File: src/rtl/lspt_pkg.sv
package lspt_pkg;

  localparam int SENSOR_COUNT        = 9;
  localparam int SAMPLE_W            = 9;
  localparam int ACTIVE_W            = 4;
  localparam int SUM_W               = 5;
  localparam int MAG_W               = 4;
  localparam int Q_SHIFT             = 8;
  localparam int ERR_W               = 12;
  localparam int STAT_W              = 8;
  localparam int CFG_W               = 8;
  localparam int CFG_IDX_W           = 2;
  localparam int DEFAULT_COUNT_WIDTH = 8;
  localparam int QUEUE_DEPTH         = 2;
  localparam int QPTR_W              = $clog2(QUEUE_DEPTH);
  localparam int QCNT_W              = $clog2(QUEUE_DEPTH + 1);
  localparam int DIV_STEPS           = ERR_W;
  localparam int STEP_W              = $clog2(DIV_STEPS);

  localparam logic [3:0] SRC_BIT [SENSOR_COUNT] = '{
    4'd3, 4'd7, 4'd6, 4'd5, 4'd4, 4'd8, 4'd2, 4'd1, 4'd0
  };

  localparam logic signed [SUM_W-1:0] POS_WEIGHT [SENSOR_COUNT] = '{
    -5'sd4, -5'sd3, -5'sd2, -5'sd1, 5'sd0, 5'sd1, 5'sd2, 5'sd3, 5'sd4
  };

  localparam logic              RST_INVERT     = 1'b1;
  localparam logic [ACTIVE_W-1:0] RST_WIDE_THR = 4'd4;
  localparam logic [STAT_W-1:0] RST_LOST_LIMIT = 8'd100;
  localparam logic [STAT_W-1:0] RST_STABLE_CNT = 8'd0;

  typedef enum logic [CFG_IDX_W-1:0] {
    CFG_INVERT     = 2'd0,
    CFG_WIDE_THR   = 2'd1,
    CFG_LOST_LIMIT = 2'd2,
    CFG_STABLE_CNT = 2'd3
  } cfg_idx_e;

  typedef enum logic [1:0] {
    BK_IDLE,
    BK_DIV,
    BK_DONE
  } back_state_e;

  typedef struct packed {
    logic                invert;
    logic [ACTIVE_W-1:0] wide_thr;
    logic [STAT_W-1:0]   lost_limit;
    logic [STAT_W-1:0]   stable_cnt;
  } cfg_t;

  typedef struct packed {
    logic [SAMPLE_W-1:0]     line_bits;
    logic [ACTIVE_W-1:0]     count;
    logic signed [SUM_W-1:0] sum;
    logic                    wide;
  } item_t;

endpackage

File: src/rtl/line_sensor_position_tracker.sv
// Channel   | Handshake                | Payload
// ----------+--------------------------+---------------------------------------------
// in        | in_valid_i / in_ready_o  | raw_sample_i
// out       | out_valid_o / out_ready_i| line_bits_o .. wide_stable_o (nine fields)
// cfg       | cfg_we_i (always taken)  | cfg_idx_i, cfg_wdata_i
//
// In the back end a request is loaded, runs through twelve steps of the shared restoring
// divider, then updates the counters and fills the output register when that is free.
// The front end classifies a request in the cycle it arrives and parks it in a two-entry
// queue, so input is taken while the divider runs or the output stalls, until it fills.
// Reset clears the queue, the sequencer, the counters and the held error, and loads
// the register defaults.
module line_sensor_position_tracker #(
  parameter int COUNT_WIDTH = lspt_pkg::DEFAULT_COUNT_WIDTH
) (
  input  logic                              clk_i,
  input  logic                              rst_ni,
  input  logic                              cfg_we_i,
  input  logic [lspt_pkg::CFG_IDX_W-1:0]    cfg_idx_i,
  input  logic [lspt_pkg::CFG_W-1:0]        cfg_wdata_i,
  input  logic                              in_valid_i,
  output logic                              in_ready_o,
  input  logic [lspt_pkg::SAMPLE_W-1:0]     raw_sample_i,
  output logic                              out_valid_o,
  input  logic                              out_ready_i,
  output logic [lspt_pkg::SAMPLE_W-1:0]     line_bits_o,
  output logic [lspt_pkg::ACTIVE_W-1:0]     sensors_active_o,
  output logic signed [lspt_pkg::ERR_W-1:0] position_error_o,
  output logic                              line_seen_o,
  output logic                              line_wide_o,
  output logic signed [lspt_pkg::ERR_W-1:0] held_error_o,
  output logic [lspt_pkg::STAT_W-1:0]       lost_samples_o,
  output logic [lspt_pkg::STAT_W-1:0]       wide_streak_o,
  output logic                              wide_stable_o
);

  lspt_pkg::cfg_t  cfg_q, cfg_d;
  lspt_pkg::item_t f_item, q_item;
  logic            push, full, pop, q_valid;

  always_comb begin
    cfg_d = cfg_q;
    if (cfg_we_i) begin
      unique case (lspt_pkg::cfg_idx_e'(cfg_idx_i))
        lspt_pkg::CFG_INVERT:     cfg_d.invert     = cfg_wdata_i[0];
        lspt_pkg::CFG_WIDE_THR:   cfg_d.wide_thr   = cfg_wdata_i[lspt_pkg::ACTIVE_W-1:0];
        lspt_pkg::CFG_LOST_LIMIT: cfg_d.lost_limit = cfg_wdata_i;
        lspt_pkg::CFG_STABLE_CNT: cfg_d.stable_cnt = cfg_wdata_i;
        default:                  cfg_d = cfg_q;
      endcase
    end
  end

  always_ff @(posedge clk_i or negedge rst_ni) begin
    if (!rst_ni) begin
      cfg_q.invert     <= lspt_pkg::RST_INVERT;
      cfg_q.wide_thr   <= lspt_pkg::RST_WIDE_THR;
      cfg_q.lost_limit <= lspt_pkg::RST_LOST_LIMIT;
      cfg_q.stable_cnt <= lspt_pkg::RST_STABLE_CNT;
    end else begin
      cfg_q <= cfg_d;
    end
  end

  lspt_front u_front (
    .in_valid_i   (in_valid_i),
    .in_ready_o   (in_ready_o),
    .raw_sample_i (raw_sample_i),
    .cfg_i        (cfg_q),
    .full_i       (full),
    .push_o       (push),
    .item_o       (f_item)
  );

  lspt_queue u_queue (
    .clk_i   (clk_i),
    .rst_ni  (rst_ni),
    .push_i  (push),
    .item_i  (f_item),
    .full_o  (full),
    .pop_i   (pop),
    .valid_o (q_valid),
    .item_o  (q_item)
  );

  lspt_back #(
    .COUNT_WIDTH (COUNT_WIDTH)
  ) u_back (
    .clk_i            (clk_i),
    .rst_ni           (rst_ni),
    .cfg_i            (cfg_q),
    .q_valid_i        (q_valid),
    .q_item_i         (q_item),
    .q_pop_o          (pop),
    .out_valid_o      (out_valid_o),
    .out_ready_i      (out_ready_i),
    .line_bits_o      (line_bits_o),
    .sensors_active_o (sensors_active_o),
    .position_error_o (position_error_o),
    .line_seen_o      (line_seen_o),
    .line_wide_o      (line_wide_o),
    .held_error_o     (held_error_o),
    .lost_samples_o   (lost_samples_o),
    .wide_streak_o    (wide_streak_o),
    .wide_stable_o    (wide_stable_o)
  );

endmodule

File: src/rtl/lspt_front.sv
module lspt_front (
  input  logic                              in_valid_i,
  output logic                              in_ready_o,
  input  logic [lspt_pkg::SAMPLE_W-1:0]     raw_sample_i,
  input  lspt_pkg::cfg_t                    cfg_i,
  input  logic                              full_i,
  output logic                              push_o,
  output lspt_pkg::item_t                   item_o
);

  logic [lspt_pkg::SAMPLE_W-1:0]     raw;
  logic [lspt_pkg::SAMPLE_W-1:0]     bits;
  logic [lspt_pkg::ACTIVE_W-1:0]     count;
  logic signed [lspt_pkg::SUM_W-1:0] sum;

  always_comb begin
    raw   = cfg_i.invert ? ~raw_sample_i : raw_sample_i;
    bits  = '0;
    count = '0;
    sum   = '0;
    for (int j = 0; j < lspt_pkg::SENSOR_COUNT; j++) begin
      bits[j] = raw[lspt_pkg::SRC_BIT[j]];
      count   = count + lspt_pkg::ACTIVE_W'(bits[j]);
      if (bits[j]) begin
        sum = sum + lspt_pkg::POS_WEIGHT[j];
      end
    end
  end

  assign item_o.line_bits = bits;
  assign item_o.count     = count;
  assign item_o.sum       = sum;
  assign item_o.wide      = (count >= cfg_i.wide_thr);

  assign in_ready_o = !full_i;
  assign push_o     = in_valid_i && !full_i;

endmodule

File: src/rtl/lspt_queue.sv
module lspt_queue (
  input  logic            clk_i,
  input  logic            rst_ni,
  input  logic            push_i,
  input  lspt_pkg::item_t item_i,
  output logic            full_o,
  input  logic            pop_i,
  output logic            valid_o,
  output lspt_pkg::item_t item_o
);

  lspt_pkg::item_t                  mem_q [lspt_pkg::QUEUE_DEPTH];
  logic [lspt_pkg::QPTR_W-1:0]      wr_ptr_q, wr_ptr_d;
  logic [lspt_pkg::QPTR_W-1:0]      rd_ptr_q, rd_ptr_d;
  logic [lspt_pkg::QCNT_W-1:0]      cnt_q, cnt_d;
  logic                             do_pop;

  assign full_o  = (cnt_q == lspt_pkg::QCNT_W'(lspt_pkg::QUEUE_DEPTH));
  assign valid_o = (cnt_q != '0);
  assign item_o  = mem_q[rd_ptr_q];
  assign do_pop  = pop_i && valid_o;

  always_comb begin
    wr_ptr_d = push_i ? wr_ptr_q + lspt_pkg::QPTR_W'(1) : wr_ptr_q;
    rd_ptr_d = do_pop ? rd_ptr_q + lspt_pkg::QPTR_W'(1) : rd_ptr_q;
    cnt_d    = cnt_q;
    if (push_i && !do_pop) begin
      cnt_d = cnt_q + lspt_pkg::QCNT_W'(1);
    end else if (do_pop && !push_i) begin
      cnt_d = cnt_q - lspt_pkg::QCNT_W'(1);
    end
  end

  always_ff @(posedge clk_i or negedge rst_ni) begin
    if (!rst_ni) begin
      wr_ptr_q <= '0;
      rd_ptr_q <= '0;
      cnt_q    <= '0;
    end else begin
      wr_ptr_q <= wr_ptr_d;
      rd_ptr_q <= rd_ptr_d;
      cnt_q    <= cnt_d;
    end
  end

  always_ff @(posedge clk_i) begin
    if (push_i) begin
      mem_q[wr_ptr_q] <= item_i;
    end
  end

endmodule

File: src/rtl/lspt_back.sv
module lspt_back #(
  parameter int COUNT_WIDTH = lspt_pkg::DEFAULT_COUNT_WIDTH
) (
  input  logic                              clk_i,
  input  logic                              rst_ni,
  input  lspt_pkg::cfg_t                    cfg_i,
  input  logic                              q_valid_i,
  input  lspt_pkg::item_t                   q_item_i,
  output logic                              q_pop_o,
  output logic                              out_valid_o,
  input  logic                              out_ready_i,
  output logic [lspt_pkg::SAMPLE_W-1:0]     line_bits_o,
  output logic [lspt_pkg::ACTIVE_W-1:0]     sensors_active_o,
  output logic signed [lspt_pkg::ERR_W-1:0] position_error_o,
  output logic                              line_seen_o,
  output logic                              line_wide_o,
  output logic signed [lspt_pkg::ERR_W-1:0] held_error_o,
  output logic [lspt_pkg::STAT_W-1:0]       lost_samples_o,
  output logic [lspt_pkg::STAT_W-1:0]       wide_streak_o,
  output logic                              wide_stable_o
);

  localparam int EXT_W = COUNT_WIDTH + lspt_pkg::STAT_W;

  lspt_pkg::back_state_e state_q, state_d;

  lspt_pkg::item_t                   item_q, item_d;
  logic [lspt_pkg::MAG_W-1:0]        rem_q, rem_d;
  logic [lspt_pkg::ERR_W-1:0]        quo_q, quo_d;
  logic [lspt_pkg::STEP_W-1:0]       step_q, step_d;
  logic [COUNT_WIDTH-1:0]            lost_q, lost_d;
  logic [COUNT_WIDTH-1:0]            wide_q, wide_d;
  logic signed [lspt_pkg::ERR_W-1:0] last_err_q, last_err_d;
  logic                              out_valid_q, out_valid_d;
  logic                              load;

  logic [lspt_pkg::SAMPLE_W-1:0]     ob_bits_q;
  logic [lspt_pkg::ACTIVE_W-1:0]     ob_count_q;
  logic signed [lspt_pkg::ERR_W-1:0] ob_err_q, err;
  logic                              ob_seen_q, ob_wide_q, ob_stable_q, stable;

  logic [lspt_pkg::SUM_W-1:0]        neg_sum;
  logic [lspt_pkg::MAG_W-1:0]        mag;
  logic [lspt_pkg::MAG_W:0]          trial;
  logic [EXT_W-1:0]                  lim_ext, hw_max, cap_ext, wide_ext, stab_ext;
  logic [COUNT_WIDTH-1:0]            cap;
  logic                              seen;

  always_comb begin
    neg_sum  = -q_item_i.sum;
    mag      = q_item_i.sum[lspt_pkg::SUM_W-1] ? neg_sum[lspt_pkg::MAG_W-1:0]
                                               : q_item_i.sum[lspt_pkg::MAG_W-1:0];
    trial    = {rem_q, quo_q[lspt_pkg::ERR_W-1]};
    lim_ext  = EXT_W'(cfg_i.lost_limit);
    hw_max   = EXT_W'({COUNT_WIDTH{1'b1}});
    cap_ext  = (lim_ext < hw_max) ? lim_ext : hw_max;
    cap      = cap_ext[COUNT_WIDTH-1:0];
    seen     = (item_q.count != '0);

    if (!seen) begin
      err = '0;
    end else if (item_q.sum[lspt_pkg::SUM_W-1]) begin
      err = -$signed(quo_q);
    end else begin
      err = $signed(quo_q);
    end

    state_d     = state_q;
    item_d      = item_q;
    rem_d       = rem_q;
    quo_d       = quo_q;
    step_d      = step_q;
    lost_d      = lost_q;
    wide_d      = wide_q;
    last_err_d  = last_err_q;
    q_pop_o     = 1'b0;
    load        = 1'b0;
    out_valid_d = out_valid_q && !out_ready_i;

    unique case (state_q)
      lspt_pkg::BK_IDLE: begin
        if (q_valid_i) begin
          q_pop_o = 1'b1;
          item_d  = q_item_i;
          quo_d   = {mag, {lspt_pkg::Q_SHIFT{1'b0}}};
          rem_d   = '0;
          step_d  = '0;
          state_d = lspt_pkg::BK_DIV;
        end
      end
      lspt_pkg::BK_DIV: begin
        if (trial >= {1'b0, item_q.count}) begin
          rem_d = lspt_pkg::MAG_W'(trial - {1'b0, item_q.count});
          quo_d = {quo_q[lspt_pkg::ERR_W-2:0], 1'b1};
        end else begin
          rem_d = trial[lspt_pkg::MAG_W-1:0];
          quo_d = {quo_q[lspt_pkg::ERR_W-2:0], 1'b0};
        end
        step_d = step_q + lspt_pkg::STEP_W'(1);
        if (step_q == lspt_pkg::STEP_W'(lspt_pkg::DIV_STEPS - 1)) begin
          state_d = lspt_pkg::BK_DONE;
        end
      end
      lspt_pkg::BK_DONE: begin
        if (!out_valid_q || out_ready_i) begin
          load        = 1'b1;
          out_valid_d = 1'b1;
          state_d     = lspt_pkg::BK_IDLE;
          if (seen) begin
            last_err_d = err;
            lost_d     = '0;
          end else if (lost_q < cap) begin
            lost_d = lost_q + COUNT_WIDTH'(1);
          end
          if (item_q.wide) begin
            if (wide_q < cap) begin
              wide_d = wide_q + COUNT_WIDTH'(1);
            end
          end else begin
            wide_d = '0;
          end
        end
      end
      default: state_d = lspt_pkg::BK_IDLE;
    endcase

    wide_ext = EXT_W'(wide_d);
    stab_ext = EXT_W'(cfg_i.stable_cnt);
    stable   = (cfg_i.stable_cnt == '0) ? item_q.wide : (wide_ext >= stab_ext);
  end

  always_ff @(posedge clk_i or negedge rst_ni) begin
    if (!rst_ni) begin
      state_q     <= lspt_pkg::BK_IDLE;
      step_q      <= '0;
      lost_q      <= '0;
      wide_q      <= '0;
      last_err_q  <= '0;
      out_valid_q <= 1'b0;
    end else begin
      state_q     <= state_d;
      step_q      <= step_d;
      lost_q      <= lost_d;
      wide_q      <= wide_d;
      last_err_q  <= last_err_d;
      out_valid_q <= out_valid_d;
    end
  end

  always_ff @(posedge clk_i) begin
    item_q <= item_d;
    rem_q  <= rem_d;
    quo_q  <= quo_d;
    if (load) begin
      ob_bits_q   <= item_q.line_bits;
      ob_count_q  <= item_q.count;
      ob_err_q    <= err;
      ob_seen_q   <= seen;
      ob_wide_q   <= item_q.wide;
      ob_stable_q <= stable;
    end
  end

  logic [EXT_W-1:0] lost_out, wide_out;

  assign lost_out = EXT_W'(lost_q);
  assign wide_out = EXT_W'(wide_q);

  assign out_valid_o      = out_valid_q;
  assign line_bits_o      = ob_bits_q;
  assign sensors_active_o = ob_count_q;
  assign position_error_o = ob_err_q;
  assign line_seen_o      = ob_seen_q;
  assign line_wide_o      = ob_wide_q;
  assign held_error_o     = last_err_q;
  assign lost_samples_o   = lost_out[lspt_pkg::STAT_W-1:0];
  assign wide_streak_o    = wide_out[lspt_pkg::STAT_W-1:0];
  assign wide_stable_o    = ob_stable_q;

endmodule

File: config.mk
export PLATFORM = sky130hd
export DESIGN_NAME = line_sensor_position_tracker
export DESIGN_NICKNAME = d
export VERILOG_FILES = /design/src/rtl/lspt_pkg.sv /design/src/rtl/line_sensor_position_tracker.sv /design/src/rtl/lspt_front.sv /design/src/rtl/lspt_queue.sv /design/src/rtl/lspt_back.sv
export SDC_FILE = /design/constraint.sdc
export NUM_CORES = 1
export LEC_CHECK = 0
export BUFFER_PORTS_ARGS = -buffer_cell sky130_fd_sc_hd__buf_2
export CORE_UTILIZATION = 55
export CTS_BUF_LIST = sky130_fd_sc_hd__clkbuf_8
export CTS_CLUSTER_DIAMETER = 200
export DETAILED_ROUTE_END_ITERATION = 10
export PLACE_DENSITY = 0.75
export SYNTH_ARGS = -nofsm -noshare
export SYNTH_HDL_FRONTEND = slang
export SYNTH_SLANG_ARGS = --single-unit
File: constraint.sdc
create_clock -name clk_i -period 6.5 [get_ports clk_i]
set_clock_uncertainty 0.15 [all_clocks]
set_input_delay 0.975 -clock clk_i [delete_from_list [all_inputs] [get_ports clk_i]]
set_output_delay 0.975 -clock clk_i [all_outputs]
set_load 0.1 [all_outputs]
==> flow_summary.json, run 1 <==
{
  "drc_errors": 0,
  "clkLatencyLatePin_ns": 0.45,
  "yosysMostFrequentCell": "edfxtp_1",
  "synth-compound-area-share_pct": 7.01,
  "fill_cells": 1077,
  "synth_commonest_cells": "97 x edfxtp_1, 61 x nand2_1, 56 x nor2_1",
  "multi_input_area_mm2": 0.00323,
  "cap_violations": 0,
  "clk_path_buf_depth": 2,
  "grt_max_degree": 61,
  "synth.avg_cell_area_um2": 12.4,
  "drt_iter0_markers": 268,
  "synth_mux_area_share_pct": 6.46,
  "rsz0062_at_grt": "no",
  "diodes": 0,
  "fin_setup_tns_ns": 0,
  "leakagePower_nw": 3.87,
  "die_x_um": 122,
  "totalWireLength_mm": 14.5,
  "yosys-top-cells-area": "edfxtp_1 37%, dfrtp_1 17%, ha_1 7.2%, mux2_2 5.3%, xor2_1 3.1%",
  "area_growth_pct": 12.3,
  "dpl.hpwl_mm": 10.7,
  "ant_nets": 0,
  "grt_pass1_vias": 4884,
  "hold_buffers": 0,
  "crit_start": "cfg_q[20]$_DFFE_PN1P_",
  "r2r_cells": 11,
  "drive_above_1_share_pct": 23.8,
  "nets": 801,
  "worst_slew_pin_slew_ns": 0.972,
  "hold_viol_final": 0,
  "end_kind": "flop",
  "synth.net_count": 712,
  "postSynth.asyncResetShare_pct": 38.2,
  "io_pins": 82,
  "rr_startpoint": "cfg_q[20]$_DFFE_PN1P_",
  "die-area_mm2": 0.0148,
  "ctsResizeCount": 0,
  "wl_per_cell_um": 15.8,
  "synth_top_area_share_pct": 37.0,
  "yosys_warnings": 0,
  "via_count": 4984,
  "die_height_um": 122,
  "antenna_found_initial": 0,
  "synth_cell_types": 64,
  "status": "complete, no violations",
  "initial_core_util_pct": 56.5,
  "r2r-end": "u_queue.mem_q[1][0]$_DFFE_PP_",
  "cp_max_fo": 23,
  "critPathLaunchType": "flop",
  "seq_area_mm2": 0.00442,
  "cp.arrival_ns": 4.89,
  "worstPathRequired_ns": 6.55,
  "grt_use_total_pct": 21.0,
  "post-route-period-util_pct": 74.3,
  "crit_path_end": "u_queue.mem_q[1][0]$_DFFE_PP_",
  "clock-sinks": 157,
  "clk_pin_slew_worst_paths_ns": 0.08,
  "p_per_area_mw_per_mm2": 443,
  "synth-seq-area-share_pct": 56.2,
  "r2r_slack_ns": 1.67,
  "syn-instance-count": 637,
  "ys_ff_latch": 157,
  "drv_slew": 0,
  "numPortBuffers": 81,
  "finalPower_mw": 3.92,
  "coreArea_mm2": 0.0139,
  "vias_per_cell": 5.43,
  "ir_drop_mv": 0.199,
  "synth_edf_count": 97,
  "yosysTopAreaCell": "edfxtp_1",
  "synth_area_mm2": 0.00787,
  "cts_made_buffers": 17,
  "synthAdderAreaFrac_pct": 8.68,
  "fp-row-count": 43,
  "tritoncts": "built",
  "synthSimpleGateAreaFrac_pct": 11.7,
  "max_freq_ghz": 0.207,
  "cts-root-buf": "clkbuf_8",
  "globalplace.congestion": 0.865,
  "synth_ff_type": "edfxtp_1",
  "hold_class": "flop to flop",
  "grt_overflow_total": 0,
  "synth_xor_area_share_pct": 7.00,
  "finalCriticalPeriod_ns": 4.83,
  "setup_viol": 0,
  "cts_post_setup_buffers_inserted": 0,
  "grt_first_pass_wirelength_mm": 23.6,
  "slew_headroom_pct": 35.1,
  "criticalPathCategory": "flop to flop",
  "synth_top_family_by_area": "simple AND/OR/NAND/NOR gates",
  "drtPass1Iterations": 4,
  "min_from": "u_back.item_q[11]$_DFFE_PP_",
  "cts_max_level": 4
}
-- area by class of cell --
cell class | count | share of cell area [%]
Sequential cell | 157 | 50.0
Multi-Input combinational cell | 422 | 36.5
Timing Repair Buffer | 86 | 5.01
Clock buffer | 17 | 2.65
Tap cell | 180 | 2.55
Inverter | 42 | 1.78
Clock inverter | 14 | 1.49
-- layer usage --
metal	global-route usage, %	vias to the layer above	wire length, um
li1	-	2423	-
met1	26.8	2439	6430
met2	34.9	96	7270
met3	4.78	26	502
met4	8.02	0	258
met5	0	-	0
-- flip-flops by register name, indices dropped and copies added, names as in the netlist, 4 cells and up --
register,flops
u_back.item_q,15
cfg_q,21
u_back.lost_samples_o,8
u_back.step_q,4
u_back.sensors_active_o,4
u_back.line_bits_o,9
u_back.wide_streak_o,8
u_queue.mem_q,38
u_back.quo_q,12
u_back.held_error_o,12
u_back.rem_q,4
u_back.position_error_o,12
-- power by group --
| group | internal (mW) | switching (mW) |
|---|---|---|
| registers | 1.48 | 0.184 |
| logic | 0.571 | 1.01 |
| clock network | 0.331 | 0.349 |
| total | 2.38 | 1.54 |
-- worst min path at each step --
| stage | slack [ns] | end | depth (start not counted) |
|---|---|---|---|
| 6_report | 0.27 | u_back.line_bits_o[1]$_DFFE_PP_ | 0 |
| 5_1_grt | 0.28 | u_back.line_bits_o[0]$_DFFE_PP_ | 0 |
| 4_1_cts | 0.27 | u_back.line_bits_o[1]$_DFFE_PP_ | 0 |
| 3_5_place_dp | 0.26 | u_back.line_bits_o[1]$_DFFE_PP_ | 0 |
| 3_3_place_gp | 0.25 | u_back.line_bits_o[5]$_DFFE_PP_ | 0 |
| 2_1_floorplan | 0.25 | u_back.line_bits_o[0]$_DFFE_PP_ | 0 |
-- cell usage in the layout, fill, tap and decap left out, types with 4 or more instances in the layout --
master | Yosys | layout
edfxtp_1 | 97 | 97
clkbuf_8 | 0 | 17
and2_1 | 8 | 8
clkinvlp_4 | 0 | 5
o21ai_0 | 14 | 14
dfstp_2 | 5 | 5
xnor2_1 | 23 | 23
inv_1 | 41 | 43
ha_1 | 45 | 45
nor2b_1 | 6 | 6
o21bai_1 | 4 | 4
a21o_1 | 7 | 7
mux2i_1 | 8 | 8
nand4_1 | 5 | 5
dfrtp_1 | 55 | 55
a21oi_1 | 21 | 21
buf_4 | 0 | 5
o31ai_1 | 4 | 4
fa_1 | 6 | 6
xor2_1 | 28 | 28
nand2_1 | 61 | 61
a211oi_1 | 6 | 6
nand3_1 | 8 | 8
nor4_1 | 6 | 5
mux2_2 | 37 | 37
buf_2 | 3 | 81
nor2_1 | 56 | 55
nand2b_1 | 14 | 14
-- worst max-delay path: stages, from the launching register on --
cell and delay [ns]:
dfstp_2 0.87, xor2_1 0.52, fa_1 0.54, fa_1 0.56, fa_1 0.44, ha_1 0.25
fa_1 0.38, xor2_1 0.26, ha_1 0.28, nor2b_1 0.13, o21ai_0 0.14, nand2b_1 0.08
-- cells by family after synthesis --
kind of cell,Yosys count
simple gates,188
compound gates,80
fa+ha+maj,51
xor+xnor,57
mux,46
buf+inv,58
flops,157
-- through the flow --
step           setup slack (ns)  util, %  hold slack [ns]  std cells  instance area, um^2
3_5_place_dp               1.39     60.8            0.255        887                 8470
3_3_place_gp               1.57     60.8            0.253        887                 8470
2_1_floorplan              1.82        -            0.250        637                 7870
6_report                   1.67     63.4            0.268        918                 8840
4_1_cts                    1.65     63.4            0.269        918                 8840
5_1_grt                    1.41     63.4            0.278        918                 8840
Power figures use the tool's default switching activity.
==> run 2: changes to the inputs <==
--- a/config.mk
+++ b/config.mk
@@ -5,6 +5,7 @@
 export SDC_FILE = /design/constraint.sdc
 export NUM_CORES = 1
 export LEC_CHECK = 0
+export ABC_AREA = 1
 export BUFFER_PORTS_ARGS = -buffer_cell sky130_fd_sc_hd__buf_2
 export CORE_UTILIZATION = 55
 export CTS_BUF_LIST = sky130_fd_sc_hd__clkbuf_8
==> constraint.sdc (replaced) <==
create_clock -name clk_i -period 4.9 [get_ports clk_i]
set_clock_uncertainty 0.15 [all_clocks]
set_input_delay 0.735 -clock clk_i [delete_from_list [all_inputs] [get_ports clk_i]]
set_output_delay 0.735 -clock clk_i [all_outputs]
set_load 0.1 [all_outputs]
==> flow_summary.json, run 2 <==
{
  "postSynth.asyncResetShare_pct": 38.2,
  "finalInstanceArea_mm2": 0.00908,
  "die_x_um": 123,
  "cp_max_fo": 18,
  "hold_buffers": 0,
  "post-route-period-util_pct": 91.2,
  "synth_ff_type": "edfxtp_1",
  "cts_made_buffers": 17,
  "layout_common_cells": "220 x nand2_1, 106 x inv_1, 97 x edfxtp_1",
  "synth_area_mm2": 0.00805,
  "yosysMostFrequentCell": "nand2_1",
  "critPathLaunchType": "flop",
  "largest_reg_flops": 38,
  "synth_edf_count": 97,
  "diodes": 0,
  "drt_iter0_markers": 285,
  "clk_pin_slew_worst_paths_ns": 0.09,
  "dpl.hpwl_mm": 10.8,
  "coreArea_mm2": 0.0141,
  "grt_first_pass_wirelength_mm": 24.8,
  "yosysTopAreaCell": "edfxtp_1",
  "synth.net_count": 911,
  "totalWireLength_mm": 15.0,
  "drive_above_1_share_pct": 17.8,
  "ant_nets": 0,
  "grt_overflow_total": 0,
  "numPortBuffers": 81,
  "synth_commonest_cells": "220 x nand2_1, 106 x inv_1, 97 x edfxtp_1",
  "io_pins": 82,
  "slew_headroom_pct": 46.4,
  "initial_core_util_pct": 57.1,
  "area_growth_pct": 12.8,
  "syn-instance-count": 836,
  "p_per_area_mw_per_mm2": 627,
  "finalCriticalPeriod_ns": 4.47,
  "via_count": 5743,
  "cts_post_setup_buffers_inserted": 0,
  "drc_errors": 0,
  "hold_viol_final": 0,
  "antenna_found_initial": 0,
  "nets": 1002,
  "cts-root-buf": "clkbuf_8",
  "yosys_warnings": 0,
  "criticalPathCategory": "flop to flop",
  "cp.arrival_ns": 4.52,
  "synth-seq-area-share_pct": 54.9,
  "die_height_um": 123,
  "clkLatencyLatePin_ns": 0.46,
  "ys_ff_latch": 157,
  "grt_use_total_pct": 21.6,
  "max_freq_ghz": 0.224,
  "fp-row-count": 43,
  "largest_registers": "u_queue.mem_q: 38 flops, cfg_q: 21 flops, u_back.item_q: 15 flops",
  "drtPass1Iterations": 6,
  "worstPathRequired_ns": 4.95,
  "grt_max_degree": 61,
  "leakagePower_nw": 4.28,
  "vias_per_cell": 5.13,
  "cap_violations": 0,
  "cts_max_level": 4,
  "final_common_cell": "nand2_1",
  "tritoncts": "built",
  "setup_viol": 0,
  "rsz0062_at_grt": "no",
  "fin_setup_tns_ns": 0,
  "synth.avg_cell_area_um2": 9.63,
  "grt_pass1_vias": 5327,
  "yosys-top-cells-area": "edfxtp_1 36%, dfrtp_1 17%, nand2_1 10%, ha_1 7.0%, inv_1 4.9%",
  "die-area_mm2": 0.0151,
  "globalplace.congestion": 0.838,
  "dpl_cell_area_mm2": 0.00864,
  "clock-sinks": 157,
  "ctsResizeCount": 0,
  "worst_slew_pin_slew_ns": 0.804,
  "ir_drop_mv": 0.281,
  "end_kind": "flop",
  "drv_slew": 0,
  "top_register": "u_queue.mem_q",
  "wl_per_cell_um": 13.4,
  "hold_class": "input pin to asynchronous set/reset pin",
  "synth_top_area_share_pct": 36.2,
  "clk_path_buf_depth": 2,
  "status": "complete, no violations",
  "synth_cell_types": 47
}
-- run 2: power by group --
| group | total (mW) | switching, mW | internal [mW] |
|---|---|---|---|
| Clock | 1.04 | 0.517 | 0.522 |
| Combinational | 2.44 | 1.77 | 0.669 |
| Sequential | 2.21 | 0.237 | 1.97 |
-- run 2: cell families after synthesis --
group | after synthesis | share of synthesized area, %
AO/OA/AOI/OAI | 109 | 7.23
XOR/XNOR | 18 | 1.96
adder cells (fa/ha/maj) | 51 | 8.49
buffers and inverters | 124 | 6.23
flip-flops | 157 | 54.9
multiplexers | 3 | 0.373
AND/OR/NAND/NOR | 374 | 20.8
-- run 2: layout make-up --
type                    instances  area [um^2]
clock inverters                15          205
multi-input cells             555         3130
clock buffers                  17          234
flip-flops and latches        157         4420
well taps                     180          225
inverters                     109          414
repair buffers                 87          450
fillers                      1159         5020
-- run 2: per-stage QoR --
| step | util, % | instances | total power, mW | hold slack (ns) | setup WS, ns |
|---|---|---|---|---|---|
| global route | 64.4 | 1120 | 6.09 | 0.281 | 0.267 |
| finish | 64.4 | 1120 | 5.69 | 0.265 | 0.429 |
| CTS | 64.4 | 1120 | 5.72 | 0.276 | 0.447 |
| detailed placement | 61.3 | 1088 | 4.67 | 0.255 | 0.279 |
| floorplan | - | 836 | 4.15 | 0.250 | 0.604 |
| global placement | 61.3 | 1088 | 4.59 | 0.253 | 0.389 |
-- run 2: worst paths after layout --
check / slack [ns] / start / to / cells after the start
min in group clk_i: 0.27 / u_back.item_q[17]$_DFFE_PP_ / u_back.line_bits_o[7]$_DFFE_PP_ / 0
max in group asynchronous: 3.77 / rst_ni / u_queue.rd_ptr_q$_DFFE_PN0P_ / 2
hold reg to reg: 0.27 / u_back.item_q[17]$_DFFE_PP_ / u_back.line_bits_o[7]$_DFFE_PP_ / 0
setup reg to reg: 0.43 / cfg_q[20]$_DFFE_PN1P_ / u_queue.mem_q[0][0]$_DFFE_PP_ / 12
hold / removal: 0.27 / rst_ni / u_back.held_error_o[1]$_DFFE_PN0P_ / 2
setup / recovery: 0.43 / cfg_q[20]$_DFFE_PN1P_ / u_queue.mem_q[0][0]$_DFFE_PP_ / 12
-- run 2: critical path, cell delays in order, from the launching register on --
cell      delay [ns]
dfstp_2         0.77
or2_2           0.18
nand2_1         0.08
inv_1           0.16
fa_1            0.46
fa_1            0.54
fa_1            0.42
ha_1            0.23
fa_1            0.39
xor2_1          0.28
ha_1            0.31
o211ai_1        0.12
nand3_1         0.13
-- run 2: metal layers --
metal  vias to the layer above  track usage, %  wire length, um
met4                         0            8.89              316
met3                        24            3.97              454
li1                       2936               -                -
met2                       119            35.4             7050
met5                         -               0                0
met1                      2664            28.3             7190
